## config.mk

```make
export PLATFORM = sky130hd
export DESIGN_NAME = http_byte_range_parser_flat
export DESIGN_NICKNAME = d
export VERILOG_FILES = /design/src/hdl/http_brp_pkg.sv /design/src/hdl/http_brp_in_if.sv /design/src/hdl/http_brp_out_if.sv /design/src/hdl/http_brp_front.sv /design/src/hdl/http_brp_queue.sv /design/src/hdl/http_brp_back.sv /design/src/hdl/http_byte_range_parser.sv /design/src/flat_wrapper.sv
export VERILOG_INCLUDE_DIRS = /design/src /design/src/hdl
export SDC_FILE = /design/constraint.sdc
export NUM_CORES = 2
export LEC_CHECK = 0
export BUFFER_PORTS_ARGS = -buffer_cell sky130_fd_sc_hd__buf_2
export CORE_AREA = 4 4 289 291
export DETAILED_ROUTE_END_ITERATION = 10
export DIE_AREA = 0 0 293 295
export GPL_ROUTABILITY_DRIVEN = 0
export HOLD_SLACK_MARGIN = 0.03
export PLACE_DENSITY = 0.86
export SYNTH_ARGS = -nofsm -noshare
export SYNTH_HDL_FRONTEND = slang
export SYNTH_SLANG_ARGS = --single-unit
```

## constraint.sdc

```tcl
create_clock -name clk -period 14.9 [get_ports clk]
set_clock_uncertainty 0.2 [all_clocks]
set_input_delay 1.49 -clock clk [delete_from_list [all_inputs] [get_ports clk]]
set_output_delay 1.49 -clock clk [all_outputs]
set_load 0.005 [all_outputs]
```

## src/hdl/http_byte_range_parser_assert.svh

```systemverilog
// ----------------------------------------------------------------------------
// http_byte_range_parser_assert.svh
// assertion macros used by the range parser resolver, http_brp_back
// ----------------------------------------------------------------------------
`ifndef HTTP_BYTE_RANGE_PARSER_ASSERT_SVH
`define HTTP_BYTE_RANGE_PARSER_ASSERT_SVH

// property that must hold at every clock edge out of reset
`define BRP_ASSERT(lbl, prop, msg) \
	lbl: assert property (@(posedge clk) disable iff (!arst_n) (prop)) \
	else $error(msg);

// condition in one cycle implies a condition in the next
`define BRP_ASSERT_NEXT(lbl, pre, post, msg) \
	lbl: assert property (@(posedge clk) disable iff (!arst_n) (pre) |=> (post)) \
	else $error(msg);

`endif

```

## src/hdl/http_brp_pkg.sv

```systemverilog
// ----------------------------------------------------------------------------
// http_brp_pkg
// types, constants and helpers of the byte range parser
// ----------------------------------------------------------------------------
package http_brp_pkg;

	localparam int VALUE_BITS = 48;
	localparam int FIELD_BITS = 48;
	localparam int LEN_BITS   = FIELD_BITS + 1;
	localparam int CW         = (VALUE_BITS > FIELD_BITS) ? VALUE_BITS : FIELD_BITS;
	localparam int PREFIX_LEN = 6;
	localparam int QDEPTH     = 2;
	localparam int QAW        = (QDEPTH > 1) ? $clog2(QDEPTH) : 1;

	localparam logic [VALUE_BITS-1:0] NUM_MAX = '1;

	localparam logic [7:0] CH_DASH = 8'h2d;
	localparam logic [7:0] CH_PLUS = 8'h2b;
	localparam logic [7:0] CH_0    = 8'h30;
	localparam logic [7:0] CH_9    = 8'h39;

	typedef enum logic [3:0] {
		PH_PREFIX = 4'b0001,
		PH_FIRST  = 4'b0010,
		PH_SECOND = 4'b0100,
		PH_ERROR  = 4'b1000
	} phase_t;

	typedef struct packed {
		logic seen;
		logic sign;
		logic ovf;
	} num_flags_t;

	typedef struct packed {
		logic                  ok;
		logic [VALUE_BITS-1:0] num;
		num_flags_t            flags;
	} num_step_t;

	// parse outcome handed from front to back at the last character
	typedef struct packed {
		logic                  in_second;
		num_flags_t            flags1;
		num_flags_t            flags2;
		logic [VALUE_BITS-1:0] num1;
		logic [VALUE_BITS-1:0] num2;
		logic [FIELD_BITS-1:0] file_size;
	} finish_req_t;

	// characters of the "bytes=" prefix
	function automatic logic [7:0] prefix_char(input logic [2:0] pos);
		logic [7:0] r;
		case (pos)
			3'd0: r = 8'h62;
			3'd1: r = 8'h79;
			3'd2: r = 8'h74;
			3'd3: r = 8'h65;
			3'd4: r = 8'h73;
			3'd5: r = 8'h3d;
			default: r = 8'h00;
		endcase
		return r;
	endfunction

	// one character of a decimal number with optional leading plus
	function automatic num_step_t num_step(input logic [7:0] c,
			input logic [VALUE_BITS-1:0] num, input num_flags_t flags);
		num_step_t             r;
		logic [VALUE_BITS+3:0] wide;
		r.ok    = 1'b0;
		r.num   = num;
		r.flags = flags;
		wide = ({4'b0000, num} << 3) + ({4'b0000, num} << 1)
			+ {{VALUE_BITS{1'b0}}, c[3:0]};
		if (c >= CH_0 && c <= CH_9) begin
			r.ok         = 1'b1;
			r.flags.seen = 1'b1;
			if (wide[VALUE_BITS+3:VALUE_BITS] != 4'b0000) begin
				r.num       = NUM_MAX;
				r.flags.ovf = 1'b1;
			end else begin
				r.num = wide[VALUE_BITS-1:0];
			end
		end else if (c == CH_PLUS && !flags.seen && !flags.sign) begin
			r.ok         = 1'b1;
			r.flags.sign = 1'b1;
		end
		return r;
	endfunction

endpackage

```

## src/hdl/http_brp_in_if.sv

```systemverilog
// ----------------------------------------------------------------------------
// http_brp_in_if
// header character channel
// ----------------------------------------------------------------------------
interface http_brp_in_if;
	import http_brp_pkg::*;

	logic                  valid;
	logic                  ready;
	logic [7:0]            character;
	logic                  char_present;
	logic                  last_char;
	logic [FIELD_BITS-1:0] file_size;

	modport source (output valid, character, char_present, last_char, file_size,
		input ready);
	modport sink (input valid, character, char_present, last_char, file_size,
		output ready);
endinterface

```

## src/hdl/http_brp_out_if.sv

```systemverilog
// ----------------------------------------------------------------------------
// http_brp_out_if
// parsed range result channel
// ----------------------------------------------------------------------------
interface http_brp_out_if;
	import http_brp_pkg::*;

	logic                  valid;
	logic                  ready;
	logic                  range_valid;
	logic [FIELD_BITS-1:0] range_start;
	logic [FIELD_BITS-1:0] range_end;
	logic [LEN_BITS-1:0]   range_length;

	modport source (output valid, range_valid, range_start, range_end, range_length,
		input ready);
	modport sink (input valid, range_valid, range_start, range_end, range_length,
		output ready);
endinterface

```

## src/hdl/http_brp_front.sv

```systemverilog
// ----------------------------------------------------------------------------
// http_brp_front
// character scanner: prefix match, dash split and number accumulation
// ----------------------------------------------------------------------------
module http_brp_front (
	input  logic                      clk,
	input  logic                      arst_n,
	http_brp_in_if.sink               hdr,
	input  logic                      q_full,
	output logic                      req_valid,
	output http_brp_pkg::finish_req_t req
);
	import http_brp_pkg::*;

	phase_t                phase_q, phase_n;
	logic [2:0]            pos_q, pos_n;
	logic [VALUE_BITS-1:0] num1_q, num1_n, num2_q, num2_n;
	num_flags_t            flags1_q, flags1_n, flags2_q, flags2_n;
	num_step_t             st1, st2;
	logic                  take;

	assign hdr.ready = !q_full;
	assign take      = hdr.valid && hdr.ready;

	assign st1 = num_step(hdr.character, num1_q, flags1_q);
	assign st2 = num_step(hdr.character, num2_q, flags2_q);

	// next parse state for the current character
	always_comb begin
		phase_n  = phase_q;
		pos_n    = pos_q;
		num1_n   = num1_q;
		num2_n   = num2_q;
		flags1_n = flags1_q;
		flags2_n = flags2_q;
		if (hdr.char_present) begin
			case (phase_q)
				PH_PREFIX: begin
					if (pos_q < 3'(PREFIX_LEN) && hdr.character == prefix_char(pos_q)) begin
						pos_n = pos_q + 3'd1;
						if (pos_q == 3'(PREFIX_LEN - 1)) begin
							phase_n = PH_FIRST;
						end
					end else begin
						phase_n = PH_ERROR;
					end
				end
				PH_FIRST: begin
					if (hdr.character == CH_DASH) begin
						phase_n = PH_SECOND;
					end else if (st1.ok) begin
						num1_n   = st1.num;
						flags1_n = st1.flags;
					end else begin
						phase_n = PH_ERROR;
					end
				end
				PH_SECOND: begin
					if (st2.ok) begin
						num2_n   = st2.num;
						flags2_n = st2.flags;
					end else begin
						phase_n = PH_ERROR;
					end
				end
				default: begin
				end
			endcase
		end
	end

	// finish request on the last character
	assign req_valid     = take && hdr.last_char;
	assign req.in_second = (phase_n == PH_SECOND);
	assign req.flags1    = flags1_n;
	assign req.flags2    = flags2_n;
	assign req.num1      = num1_n;
	assign req.num2      = num2_n;
	assign req.file_size = hdr.file_size;

	// parse state, cleared after each header
	always_ff @(posedge clk or negedge arst_n) begin
		if (!arst_n) begin
			phase_q  <= PH_PREFIX;
			pos_q    <= '0;
			num1_q   <= '0;
			num2_q   <= '0;
			flags1_q <= '0;
			flags2_q <= '0;
		end else if (take) begin
			if (hdr.last_char) begin
				phase_q  <= PH_PREFIX;
				pos_q    <= '0;
				num1_q   <= '0;
				num2_q   <= '0;
				flags1_q <= '0;
				flags2_q <= '0;
			end else begin
				phase_q  <= phase_n;
				pos_q    <= pos_n;
				num1_q   <= num1_n;
				num2_q   <= num2_n;
				flags1_q <= flags1_n;
				flags2_q <= flags2_n;
			end
		end
	end
endmodule

```

## src/hdl/http_brp_queue.sv

```systemverilog
// ----------------------------------------------------------------------------
// http_brp_queue
// short register queue of finish requests between front and back
// ----------------------------------------------------------------------------
module http_brp_queue (
	input  logic                      clk,
	input  logic                      arst_n,
	input  logic                      push,
	input  http_brp_pkg::finish_req_t push_data,
	input  logic                      pop,
	output logic                      full,
	output logic                      head_valid,
	output http_brp_pkg::finish_req_t head
);
	import http_brp_pkg::*;

	finish_req_t    mem_q [QDEPTH];
	logic [QAW-1:0] wr_ptr_q, rd_ptr_q;
	logic [QAW:0]   count_q;
	logic           do_push, do_pop;

	assign full       = (count_q == (QAW+1)'(QDEPTH));
	assign head_valid = (count_q != '0);
	assign head       = mem_q[rd_ptr_q];
	assign do_push    = push && !full;
	assign do_pop     = pop && head_valid;

	// storage
	always_ff @(posedge clk) begin
		if (do_push) begin
			mem_q[wr_ptr_q] <= push_data;
		end
	end

	// pointers and fill count
	always_ff @(posedge clk or negedge arst_n) begin
		if (!arst_n) begin
			wr_ptr_q <= '0;
			rd_ptr_q <= '0;
			count_q  <= '0;
		end else begin
			if (do_push) begin
				wr_ptr_q <= (wr_ptr_q == QAW'(QDEPTH - 1)) ? '0 : wr_ptr_q + 1'b1;
			end
			if (do_pop) begin
				rd_ptr_q <= (rd_ptr_q == QAW'(QDEPTH - 1)) ? '0 : rd_ptr_q + 1'b1;
			end
			if (do_push && !do_pop) begin
				count_q <= count_q + 1'b1;
			end else if (do_pop && !do_push) begin
				count_q <= count_q - 1'b1;
			end
		end
	end
endmodule

```

## src/hdl/http_brp_back.sv

```systemverilog
// ----------------------------------------------------------------------------
// http_brp_back
// range resolution: suffix and open forms, clamping, checks and length
// ----------------------------------------------------------------------------
module http_brp_back (
	input  logic                      clk,
	input  logic                      arst_n,
	input  logic                      q_valid,
	input  http_brp_pkg::finish_req_t q_head,
	output logic                      q_pop,
	http_brp_out_if.source            rng
);
	import http_brp_pkg::*;
	`include "http_byte_range_parser_assert.svh"

	logic                  v_s1, v_s2, v_s3, ov_q;
	logic                  en_s1, en_s2, en_s3, en_out;
	finish_req_t           req_s1;
	logic [CW-1:0]         fs, n1, n2, fsm1, start_c, end_c;
	logic                  bad_c;
	logic                  bad_s2;
	logic [CW-1:0]         start_s2, end_s2, fsm1_s2, fs_s2;
	logic [CW-1:0]         end_cl;
	logic                  ok_c;
	logic                  ok_s3;
	logic [FIELD_BITS-1:0] start_s3, end_s3;
	logic                  rv_q;
	logic [FIELD_BITS-1:0] start_q, end_q;
	logic [LEN_BITS-1:0]   len_q;

	// stall chain
	assign en_out = !ov_q || rng.ready;
	assign en_s3  = !v_s3 || en_out;
	assign en_s2  = !v_s2 || en_s3;
	assign en_s1  = !v_s1 || en_s2;
	assign q_pop  = q_valid && en_s1;

	// stage 1: choose form, raw start and end
	always_comb begin
		fs      = CW'(req_s1.file_size);
		n1      = CW'(req_s1.num1);
		n2      = CW'(req_s1.num2);
		fsm1    = fs - 1'b1;
		bad_c   = !req_s1.in_second || (fs == '0);
		start_c = n1;
		end_c   = fsm1;
		if (!req_s1.flags1.seen && !req_s1.flags1.sign) begin
			// suffix form takes the last bytes
			bad_c   = bad_c || !req_s1.flags2.seen || (n2 == '0);
			start_c = (n2 >= fs) ? '0 : fs - n2;
		end else begin
			bad_c = bad_c || !req_s1.flags1.seen;
			if (req_s1.flags2.seen || req_s1.flags2.sign) begin
				bad_c = bad_c || !req_s1.flags2.seen;
				end_c = n2;
			end
		end
	end

	// stage 2: clamp end and check start
	assign end_cl = (end_s2 > fsm1_s2) ? fsm1_s2 : end_s2;
	assign ok_c   = !bad_s2 && !(start_s2 > end_cl) && !(start_s2 >= fs_s2);

	// pipeline valids
	always_ff @(posedge clk or negedge arst_n) begin
		if (!arst_n) begin
			v_s1 <= 1'b0;
			v_s2 <= 1'b0;
			v_s3 <= 1'b0;
			ov_q <= 1'b0;
		end else begin
			if (en_s1) v_s1 <= q_valid;
			if (en_s2) v_s2 <= v_s1;
			if (en_s3) v_s3 <= v_s2;
			if (en_out) ov_q <= v_s3;
		end
	end

	// pipeline payload
	always_ff @(posedge clk) begin
		if (en_s1 && q_valid) begin
			req_s1 <= q_head;
		end
		if (en_s2 && v_s1) begin
			bad_s2   <= bad_c;
			start_s2 <= start_c;
			end_s2   <= end_c;
			fsm1_s2  <= fsm1;
			fs_s2    <= fs;
		end
		if (en_s3 && v_s2) begin
			ok_s3    <= ok_c;
			start_s3 <= FIELD_BITS'(start_s2);
			end_s3   <= FIELD_BITS'(end_cl);
		end
		if (en_out && v_s3) begin
			rv_q    <= ok_s3;
			start_q <= ok_s3 ? start_s3 : '0;
			end_q   <= ok_s3 ? end_s3 : '0;
			len_q   <= ok_s3 ? (LEN_BITS'(end_s3) - LEN_BITS'(start_s3) + 1'b1) : '0;
		end
	end

	assign rng.valid        = ov_q;
	assign rng.range_valid  = rv_q;
	assign rng.range_start  = start_q;
	assign rng.range_end    = end_q;
	assign rng.range_length = len_q;

	`BRP_ASSERT(a_invalid_zero, !(ov_q && !rv_q) || (start_q == '0 && end_q == '0 && len_q == '0), "invalid result with nonzero fields")
	`BRP_ASSERT(a_start_le_end, !(ov_q && rv_q) || (start_q <= end_q && len_q != '0), "valid range out of order")
	`BRP_ASSERT_NEXT(a_s3_held, v_s3 && !en_out, v_s3, "stalled result lost in stage 3")
	`BRP_ASSERT_NEXT(a_pop_loads, q_pop, v_s1, "popped request not in stage 1")
endmodule

```

## src/hdl/http_byte_range_parser.sv

```systemverilog
// a result passes the queue, three resolve stages and output register to reach rng
// throughput: one header character per cycle, results back to back; the scanner
// stalls only on a full two-entry queue, which decouples it from the
// three-stage resolve pipeline and output register, which stall on rng.ready alone
// reset: arst_n asynchronous, clears parse state, queue and pipeline valids
// ----------------------------------------------------------------------------
// http_byte_range_parser
// single-range http range header parser, top level
// ----------------------------------------------------------------------------
module http_byte_range_parser (
	input  logic           clk,
	input  logic           arst_n,
	http_brp_in_if.sink    hdr,
	http_brp_out_if.source rng
);
	import http_brp_pkg::*;

	finish_req_t push_req, head_req;
	logic        push_valid, q_full, q_valid, q_pop;

	// scanner
	http_brp_front u_front (
		.clk       (clk),
		.arst_n    (arst_n),
		.hdr       (hdr),
		.q_full    (q_full),
		.req_valid (push_valid),
		.req       (push_req)
	);

	// request queue
	http_brp_queue u_queue (
		.clk        (clk),
		.arst_n     (arst_n),
		.push       (push_valid),
		.push_data  (push_req),
		.pop        (q_pop),
		.full       (q_full),
		.head_valid (q_valid),
		.head       (head_req)
	);

	// resolver
	http_brp_back u_back (
		.clk     (clk),
		.arst_n  (arst_n),
		.q_valid (q_valid),
		.q_head  (head_req),
		.q_pop   (q_pop),
		.rng     (rng)
	);
endmodule

```

## src/flat_wrapper.sv

```systemverilog
// flat-port wrapper written by rule: the top's interface ports become plain ports
module http_byte_range_parser_flat import http_brp_pkg::*;
  (clk, arst_n, hdr_valid, hdr_character, hdr_char_present, hdr_last_char, hdr_file_size, hdr_ready, rng_valid, rng_range_valid, rng_range_start, rng_range_end, rng_range_length, rng_ready);
  http_brp_in_if hdr_i ();
  http_brp_out_if rng_i ();
  input  logic clk;
  input  logic arst_n;
  input wire logic [$bits(hdr_i.valid)-1:0] hdr_valid;
  input wire logic [$bits(hdr_i.character)-1:0] hdr_character;
  input wire logic [$bits(hdr_i.char_present)-1:0] hdr_char_present;
  input wire logic [$bits(hdr_i.last_char)-1:0] hdr_last_char;
  input wire logic [$bits(hdr_i.file_size)-1:0] hdr_file_size;
  output wire logic [$bits(hdr_i.ready)-1:0] hdr_ready;
  output wire logic [$bits(rng_i.valid)-1:0] rng_valid;
  output wire logic [$bits(rng_i.range_valid)-1:0] rng_range_valid;
  output wire logic [$bits(rng_i.range_start)-1:0] rng_range_start;
  output wire logic [$bits(rng_i.range_end)-1:0] rng_range_end;
  output wire logic [$bits(rng_i.range_length)-1:0] rng_range_length;
  input wire logic [$bits(rng_i.ready)-1:0] rng_ready;
  assign hdr_i.valid = hdr_valid;
  assign hdr_i.character = hdr_character;
  assign hdr_i.char_present = hdr_char_present;
  assign hdr_i.last_char = hdr_last_char;
  assign hdr_i.file_size = hdr_file_size;
  assign hdr_ready = hdr_i.ready;
  assign rng_valid = rng_i.valid;
  assign rng_range_valid = rng_i.range_valid;
  assign rng_range_start = rng_i.range_start;
  assign rng_range_end = rng_i.range_end;
  assign rng_range_length = rng_i.range_length;
  assign rng_i.ready = rng_ready;
  http_byte_range_parser u_core (.clk(clk), .arst_n(arst_n), .hdr(hdr_i), .rng(rng_i));
endmodule
```

# Word level (Yosys, flattened, before mapping)
# Memories as Yosys holds them, arrays and structs flattened. A register that Yosys moved wholly into a read port is not among the register bits.
# Index checks and enable logic that the tools add are counted.
# Widths: inputs -> output; s select.
op_classes:
  add_sub_neg: 13
  order_cmp: 7
  eq_ne: 13
  n_mux: 62
  reduce_logical: 58
ops:
  columns: ["op", "n"]
  rows:
  - ["$mux 48", 16]
  - ["$add 51x49->52", 2]
  - ["$add 52x4->52", 2]
  - ["$mux 49", 2]
  - ["$ge 48x48->1", 2]
  - ["$gt 48x48->1", 2]
  - ["$logic_not 48->1", 2]
  - ["$add 49x1->49 const B", 1]
  - ["$sub 48x48->49", 1]
  - ["$sub 48x1->48 const B", 1]
  - ["$sub 48x48->48", 1]
  - ["$pmux 7 s6", 1]
  - ["$mux 3", 13]
  - ["$mux 4", 7]
  - ["$logic_and 1x1->1", 19]
  - ["$logic_not 1->1", 18]
  - ["$mux 1", 18]
  - ["$eq 8x6->1 const B", 2]
  - ["$mux 8", 2]
  - ["$pmux 4 s3", 1]
  - ["$logic_or 1x1->1", 10]
  - ["$reduce_bool 2->1", 5]
  - ["$eq 4x3->1 const B", 2]
  - ["$eq 8x8->1", 1]
  - ["other kinds (17)", 22]
word_totals:
  ff_bits: 553
  mem_bits_rw: 302
  inputBits: 62
  output_inout_bits: 148
  elab_cells: 183
  n_memories: 1
memory_table:
  columns: ["name", "depth", "width", "read_ports", "rd_clocked_by_memory_dff", "wr", "line_no", "source"]
  rows:
  - ["u_core.u_queue.mem_q", 2, 151, 1, 1, 1, "http_brp_queue.sv:17", "finish_req_t mem_q [QDEPTH];"]

# Longest topological paths before layout
depth:
  depth_word: 10
  depth_mapped: 25
  ltp_nobuf: 23

# Modules after synthesis
# A second synthesis with hierarchy kept.
hier_totals:
  cells_unflattened: 4756
  area_unflattened_um2: 55961.2
by_module_without_submodules:
  columns: ["mod", "n_inst", "cells_each", "area_each_um2", "seq_area_each_um2"]
  rows:
  - ["http_brp_back", 1, 2512, 30992.2, 17666.9]
  - ["http_brp_front", 1, 1755, 13554.2, 2728.9]
  - ["http_brp_queue", 1, 489, 11414.7, 9168.8]

# Worst setup path before layout
# OpenSTA, ideal clock, no wires.
synth_path:
  path_kind: "input port to flip-flop"
  from: "in hdr_valid"
  to: "mem u_core.u_queue.mem_q[0][0] in the netlist's numbering (enable)"
  setup_time_ns: 0.660
  arrival_ns: 8.541
  t_required_ns: 14.040
  slack_ns: 5.499
  path_stages: 6
  path_buffers: 3
  path_cell_list: "and2_1 > clkbuf_1 > nand2_1 > clkbuf_1 > clkbuf_1 > nor2_1"
synth_between:
  elab_chain_len: 5
synth_rtl:
  columns: ["element", "line_no", "source"]
  rows:
  - ["start, declared", "flat_wrapper.sv:8", "input wire logic [$bits(hdr_i.valid)-1:0] hdr_valid;"]
  - ["$logic_and 1x1->1", "http_brp_front.sv:23", "assign take = hdr.valid && hdr.ready;"]
  - ["$logic_and 1x1->1", "http_brp_front.sv:73", "assign req_valid = take && hdr.last_char;"]
  - ["$logic_and 1x1->1", "http_brp_queue.sv:25", "assign do_push = push && !full;"]
  - ["$mux 1", "http_brp_queue.sv:30", "if (do_push) begin"]
  - ["$mux 1 (implied by the code)", "http_brp_queue.sv:31", "mem_q[wr_ptr_q] <= push_data;"]
  - ["end, declared", "http_brp_queue.sv:17", null]
# No other way between the ends.

# Worst setup path in the final report
layout_path:
  from: "reg u_core.u_back.end_s2[1]"
  to: "reg u_core.u_back.ok_s3, data pin"
layout_between:
  elab_chain_len: 6
layout_rtl:
  columns: ["element", "line_no", "source"]
  rows:
  - ["start, declared", "http_brp_back.sv:22", "logic [CW-1:0] start_s2, end_s2, fsm1_s2, fs_s2;"]
  - ["start signal, assigned", "http_brp_back.sv:87", "end_s2 <= end_c;"]
  - ["$gt 48x48->1", "http_brp_back.sv:61", "assign end_cl = (end_s2 > fsm1_s2) ? fsm1_s2 : end_s2;"]
  - ["$mux 48 (*)", "http_brp_back.sv:61", null]
  - ["$gt 48x48->1 (*)", "http_brp_back.sv:62", "assign ok_c = !bad_s2 && !(start_s2 > end_cl) && !(start_s2 >= fs_s2);"]
  - ["$logic_not 1->1 (*)", "http_brp_back.sv:62", null]
  - ["$logic_and 1x1->1 (*) (2 in a row)", "http_brp_back.sv:62", null]
  - ["net u_core.u_back.ok_c", "http_brp_back.sv:24", "logic ok_c;"]
  - ["end signal, assigned", "http_brp_back.sv:92", "ok_s3 <= ok_c;"]
  - ["end, declared", "http_brp_back.sv:25", "logic ok_s3;"]
# The timed path passes the listed nets; every way through them passes the cells marked *.
# A chain may end at the register's enable or synchronous reset.

==> impl_metrics.tcl <==
set metrics [dict create \
    synth_seq_cells 998 \
    ant_nets 0 \
    drt_pass1_iterations 9 \
    diodes 0 \
    synth_cell_types 91 \
    yosys_warnings 0 \
    drc 0 \
    die-area_um2 86400 \
    layout_common_cells "edfxtp_1 (883), ha_1 (483), a21oi_1 (339), inv_1 (261), mux2_2 (243)" \
    worstSetupPathType "flop to flop" \
    power_density_nw_per_um2 236 \
    fp.dieW_um 293 \
    p_leak_uw 0.0257 \
    antenna_found_initial 3 \
    finalHoldViolations 0 \
    cts_buffers 99 \
    hold_path_class "flop to flop" \
    finalSetupViolations 0 \
    viasPerCell 6.44 \
    rsz0062_at_grt "false" \
    cts_tree "done" \
    cp_max_fo 57 \
    largest_register_ffs 298 \
    async_flop_share_pct 11.5 \
    synth_edf_count 883 \
    end_kind "flop" \
    post_drt_wl_per_cell_um 21.9 \
    final_nets 5238 \
    multi_input_area_um2 23700 \
    dieHeight_um 295 \
    worst_pin_slew_ps 1250 \
    maxCapViolCount 0 \
    ctsResizeCount 0 \
    fin_util_pct 74.5 \
    final_common_cell "edfxtp_1" \
    grt_usage_pct 29.1 \
    setup-tns-final_ps 0 \
    fp-row-count 104 \
    io_buffers 209 \
    period_minus_slack_ps 6220 \
    reg2reg_setup_slack_ps 8680 \
    synthFlopType "edfxtp_1" \
    grt_max_degree 126 \
    grt_pass1_wl_mm 200 \
    cts_buffer_depth 3 \
    critPathMaxStageDelay_ps 720 \
    slew_viol_final 0 \
    clock_sinks 998 \
    finalPower_uw 14100 \
    htreeDepth 3 \
    holdBufCountCts 0 \
    grt_pass1_vias 36700 \
    syn_inst 4528 \
    hold-worst-slack_ps 284 \
    dp_hpwl_mm 92.0 \
    start_util_pct 67.9 \
    fmax_mhz 161 \
    slowest_stage "buf_4" \
    period_share_pct 41.7 \
    syn_nets 5079 \
    drive_gt1_share_pct 15.3 \
    pin_count 210 \
    regMostFlops "u_core.u_queue.mem_q" \
    cts_setup_buffers 0 \
    syn_area_per_cell_um2 12.1 \
    via_count 37600 \
    critPathLaunchType "flop" \
    ys_seq_area_share_pct 53.7 \
    fill_cells 4938 \
    required_ps 15170 \
    path_cells "ha_1 -> nor2b_1 -> o21a_1 -> o21a_1 -> o21a_1 -> o21ai_0 -> a31oi_1 -> a211oi_1 -> o21ai_0 -> o31ai_4 -> buf_4 -> buf_4 -> mux2i_1 -> ha_1 -> a21o_1 -> a21oi_1 -> nor2b_1 -> o21ai_0 -> nand2b_1 -> a21oi_1 -> o221ai_1 -> o21ba_2 -> a21oi_1 -> a211oi_1" \
    slew_headroom_pct 15.7 \
    cts_root_buf "clkbuf_16" \
    core_um2 80500 \
    drt-total-wl_mm 128 \
    vdd_drop_max_mv 0.200 \
    run_status "finished, final reports clean" \
    clk_latency_ps 670 \
    synth_area_um2 54700 \
    clkTransAtPathRegs_ps 60 \
    area_growth_syn_to_layout_pct 9.69 \
    drtIter0Drc 3851 \
    arrival_ps 6490 \
    regArea_um2 29400 \
    gr-total-overflow 0 \
]
[stage by stage]
| stage | cells | setup slack [ps] | cell area [µm²] |
|---|---|---|---|
| floorplan | 4528 | 5500 | 54700 |
| global placement | 5645 | 8530 | 56700 |
| detailed placement | 5646 | 8330 | 56700 |
| CTS | 5831 | 8610 | 60000 |
| global route | 5831 | 8170 | 60000 |
| finish | 5831 | 8680 | 60000 |
[cell families after synthesis]
| logic type | after synthesis | synth area share, % |
|---|---|---|
| xor+xnor | 215 | 3.44 |
| simple gates | 980 | 9.21 |
| mux | 297 | 5.99 |
| compound gates | 1108 | 13.2 |
| buf+inv | 441 | 3.12 |
| flops | 998 | 53.7 |
| fa+ha+maj | 489 | 11.3 |
[per-layer routing]
layer | wire length [µm] | part of all wire (%) | vias up | global-route usage, %
li1 | - | - | 17400 | -
met1 | 50900 | 40 | 18100 | 39.6
met2 | 61000 | 48 | 1814 | 48.5
met3 | 11200 | 8.8 | 319 | 3.88
met4 | 4800 | 3.8 | 4 | 10.8
met5 | 27 | 0.021 | - | 0
[report_power, final]
part           leakage (µW)  internal (µW)  switching, µW
Combinational        0.0139           2690           3590
Clock               0.00164           1500           1060
Sequential           0.0101           4500            803
Total                0.0257           8690           5450
[path summary, 6_finish.rpt]
| kind | start | cells after the start | end |
|---|---|---|---|
| worst max-delay path | u_core.u_back.end_s2[1] | 24 | u_core.u_back.ok_s3 |
| worst min-delay path | u_core.u_back.start_s2[0] | 0 | u_core.u_back.start_s3[0] |
| worst max register to register | u_core.u_back.end_s2[1] | 24 | u_core.u_back.ok_s3 |
| worst min register to register | u_core.u_back.start_s2[0] | 0 | u_core.u_back.start_s3[0] |
| max in group asynchronous | arst_n | 2 | u_core.u_front.num2_q[43] |
| min in group asynchronous | arst_n | 1 | u_core.u_queue.count_q[0] |
[layout make-up]
type | count | area share [%]
clock buffer | 122 | 4.44
inverter | 262 | 1.65
multi-input combinational | 3089 | 39.5
sequential | 998 | 49.0
timing repair buffer | 237 | 2.10
clock inverter | 63 | 1.13
tap | 1060 | 2.21
[cell usage after synthesis (7+ instances only)]
cell type	n	share of area, %
nand3b_1	7	0.096
mux2i_1	53	0.97
and2_1	153	1.7
nor4_1	22	0.25
and4_1	13	0.21
o221a_2	46	0.95
o211ai_1	21	0.29
buf_2	30	0.27
edfxtp_1	883	48
or3_1	23	0.26
a21oi_1	339	3.1
a41oi_1	11	0.18
a21boi_0	7	0.096
o21bai_1	32	0.44
nand2_1	235	1.6
and3_1	28	0.32
or2_2	9	0.10
nor3_1	56	0.51
xor2_1	92	1.5
o31ai_1	12	0.16
nand2b_1	27	0.31
nand4_1	74	0.85
a31oi_1	33	0.38
a211oi_1	30	0.41
xnor2_1	123	2.0
nand3_1	61	0.56
nor2b_1	26	0.30
o21a_1	22	0.30
clkbuf_1	142	0.97
o22a_1	47	0.75
dfrtp_1	114	5.2
o22ai_1	7	0.080
inv_1	262	1.8
a31o_2	7	0.11
o211a_1	7	0.13
mux2_2	243	5.0
a21o_1	155	2.1
o21ai_0	237	2.2
ha_1	483	11
a211o_1	7	0.11
o41ai_1	10	0.16
nor2_1	212	1.5
[critical path: cells and delay by family, from the launching register on]
kind,cells,cell delay [ps]
fa+ha+maj,2,610
flops,1,420
mux,1,290
simple gates,3,260
compound gates,16,2980
buf+inv,2,1210
Note: power is estimated with default switching activity, not from simulation.
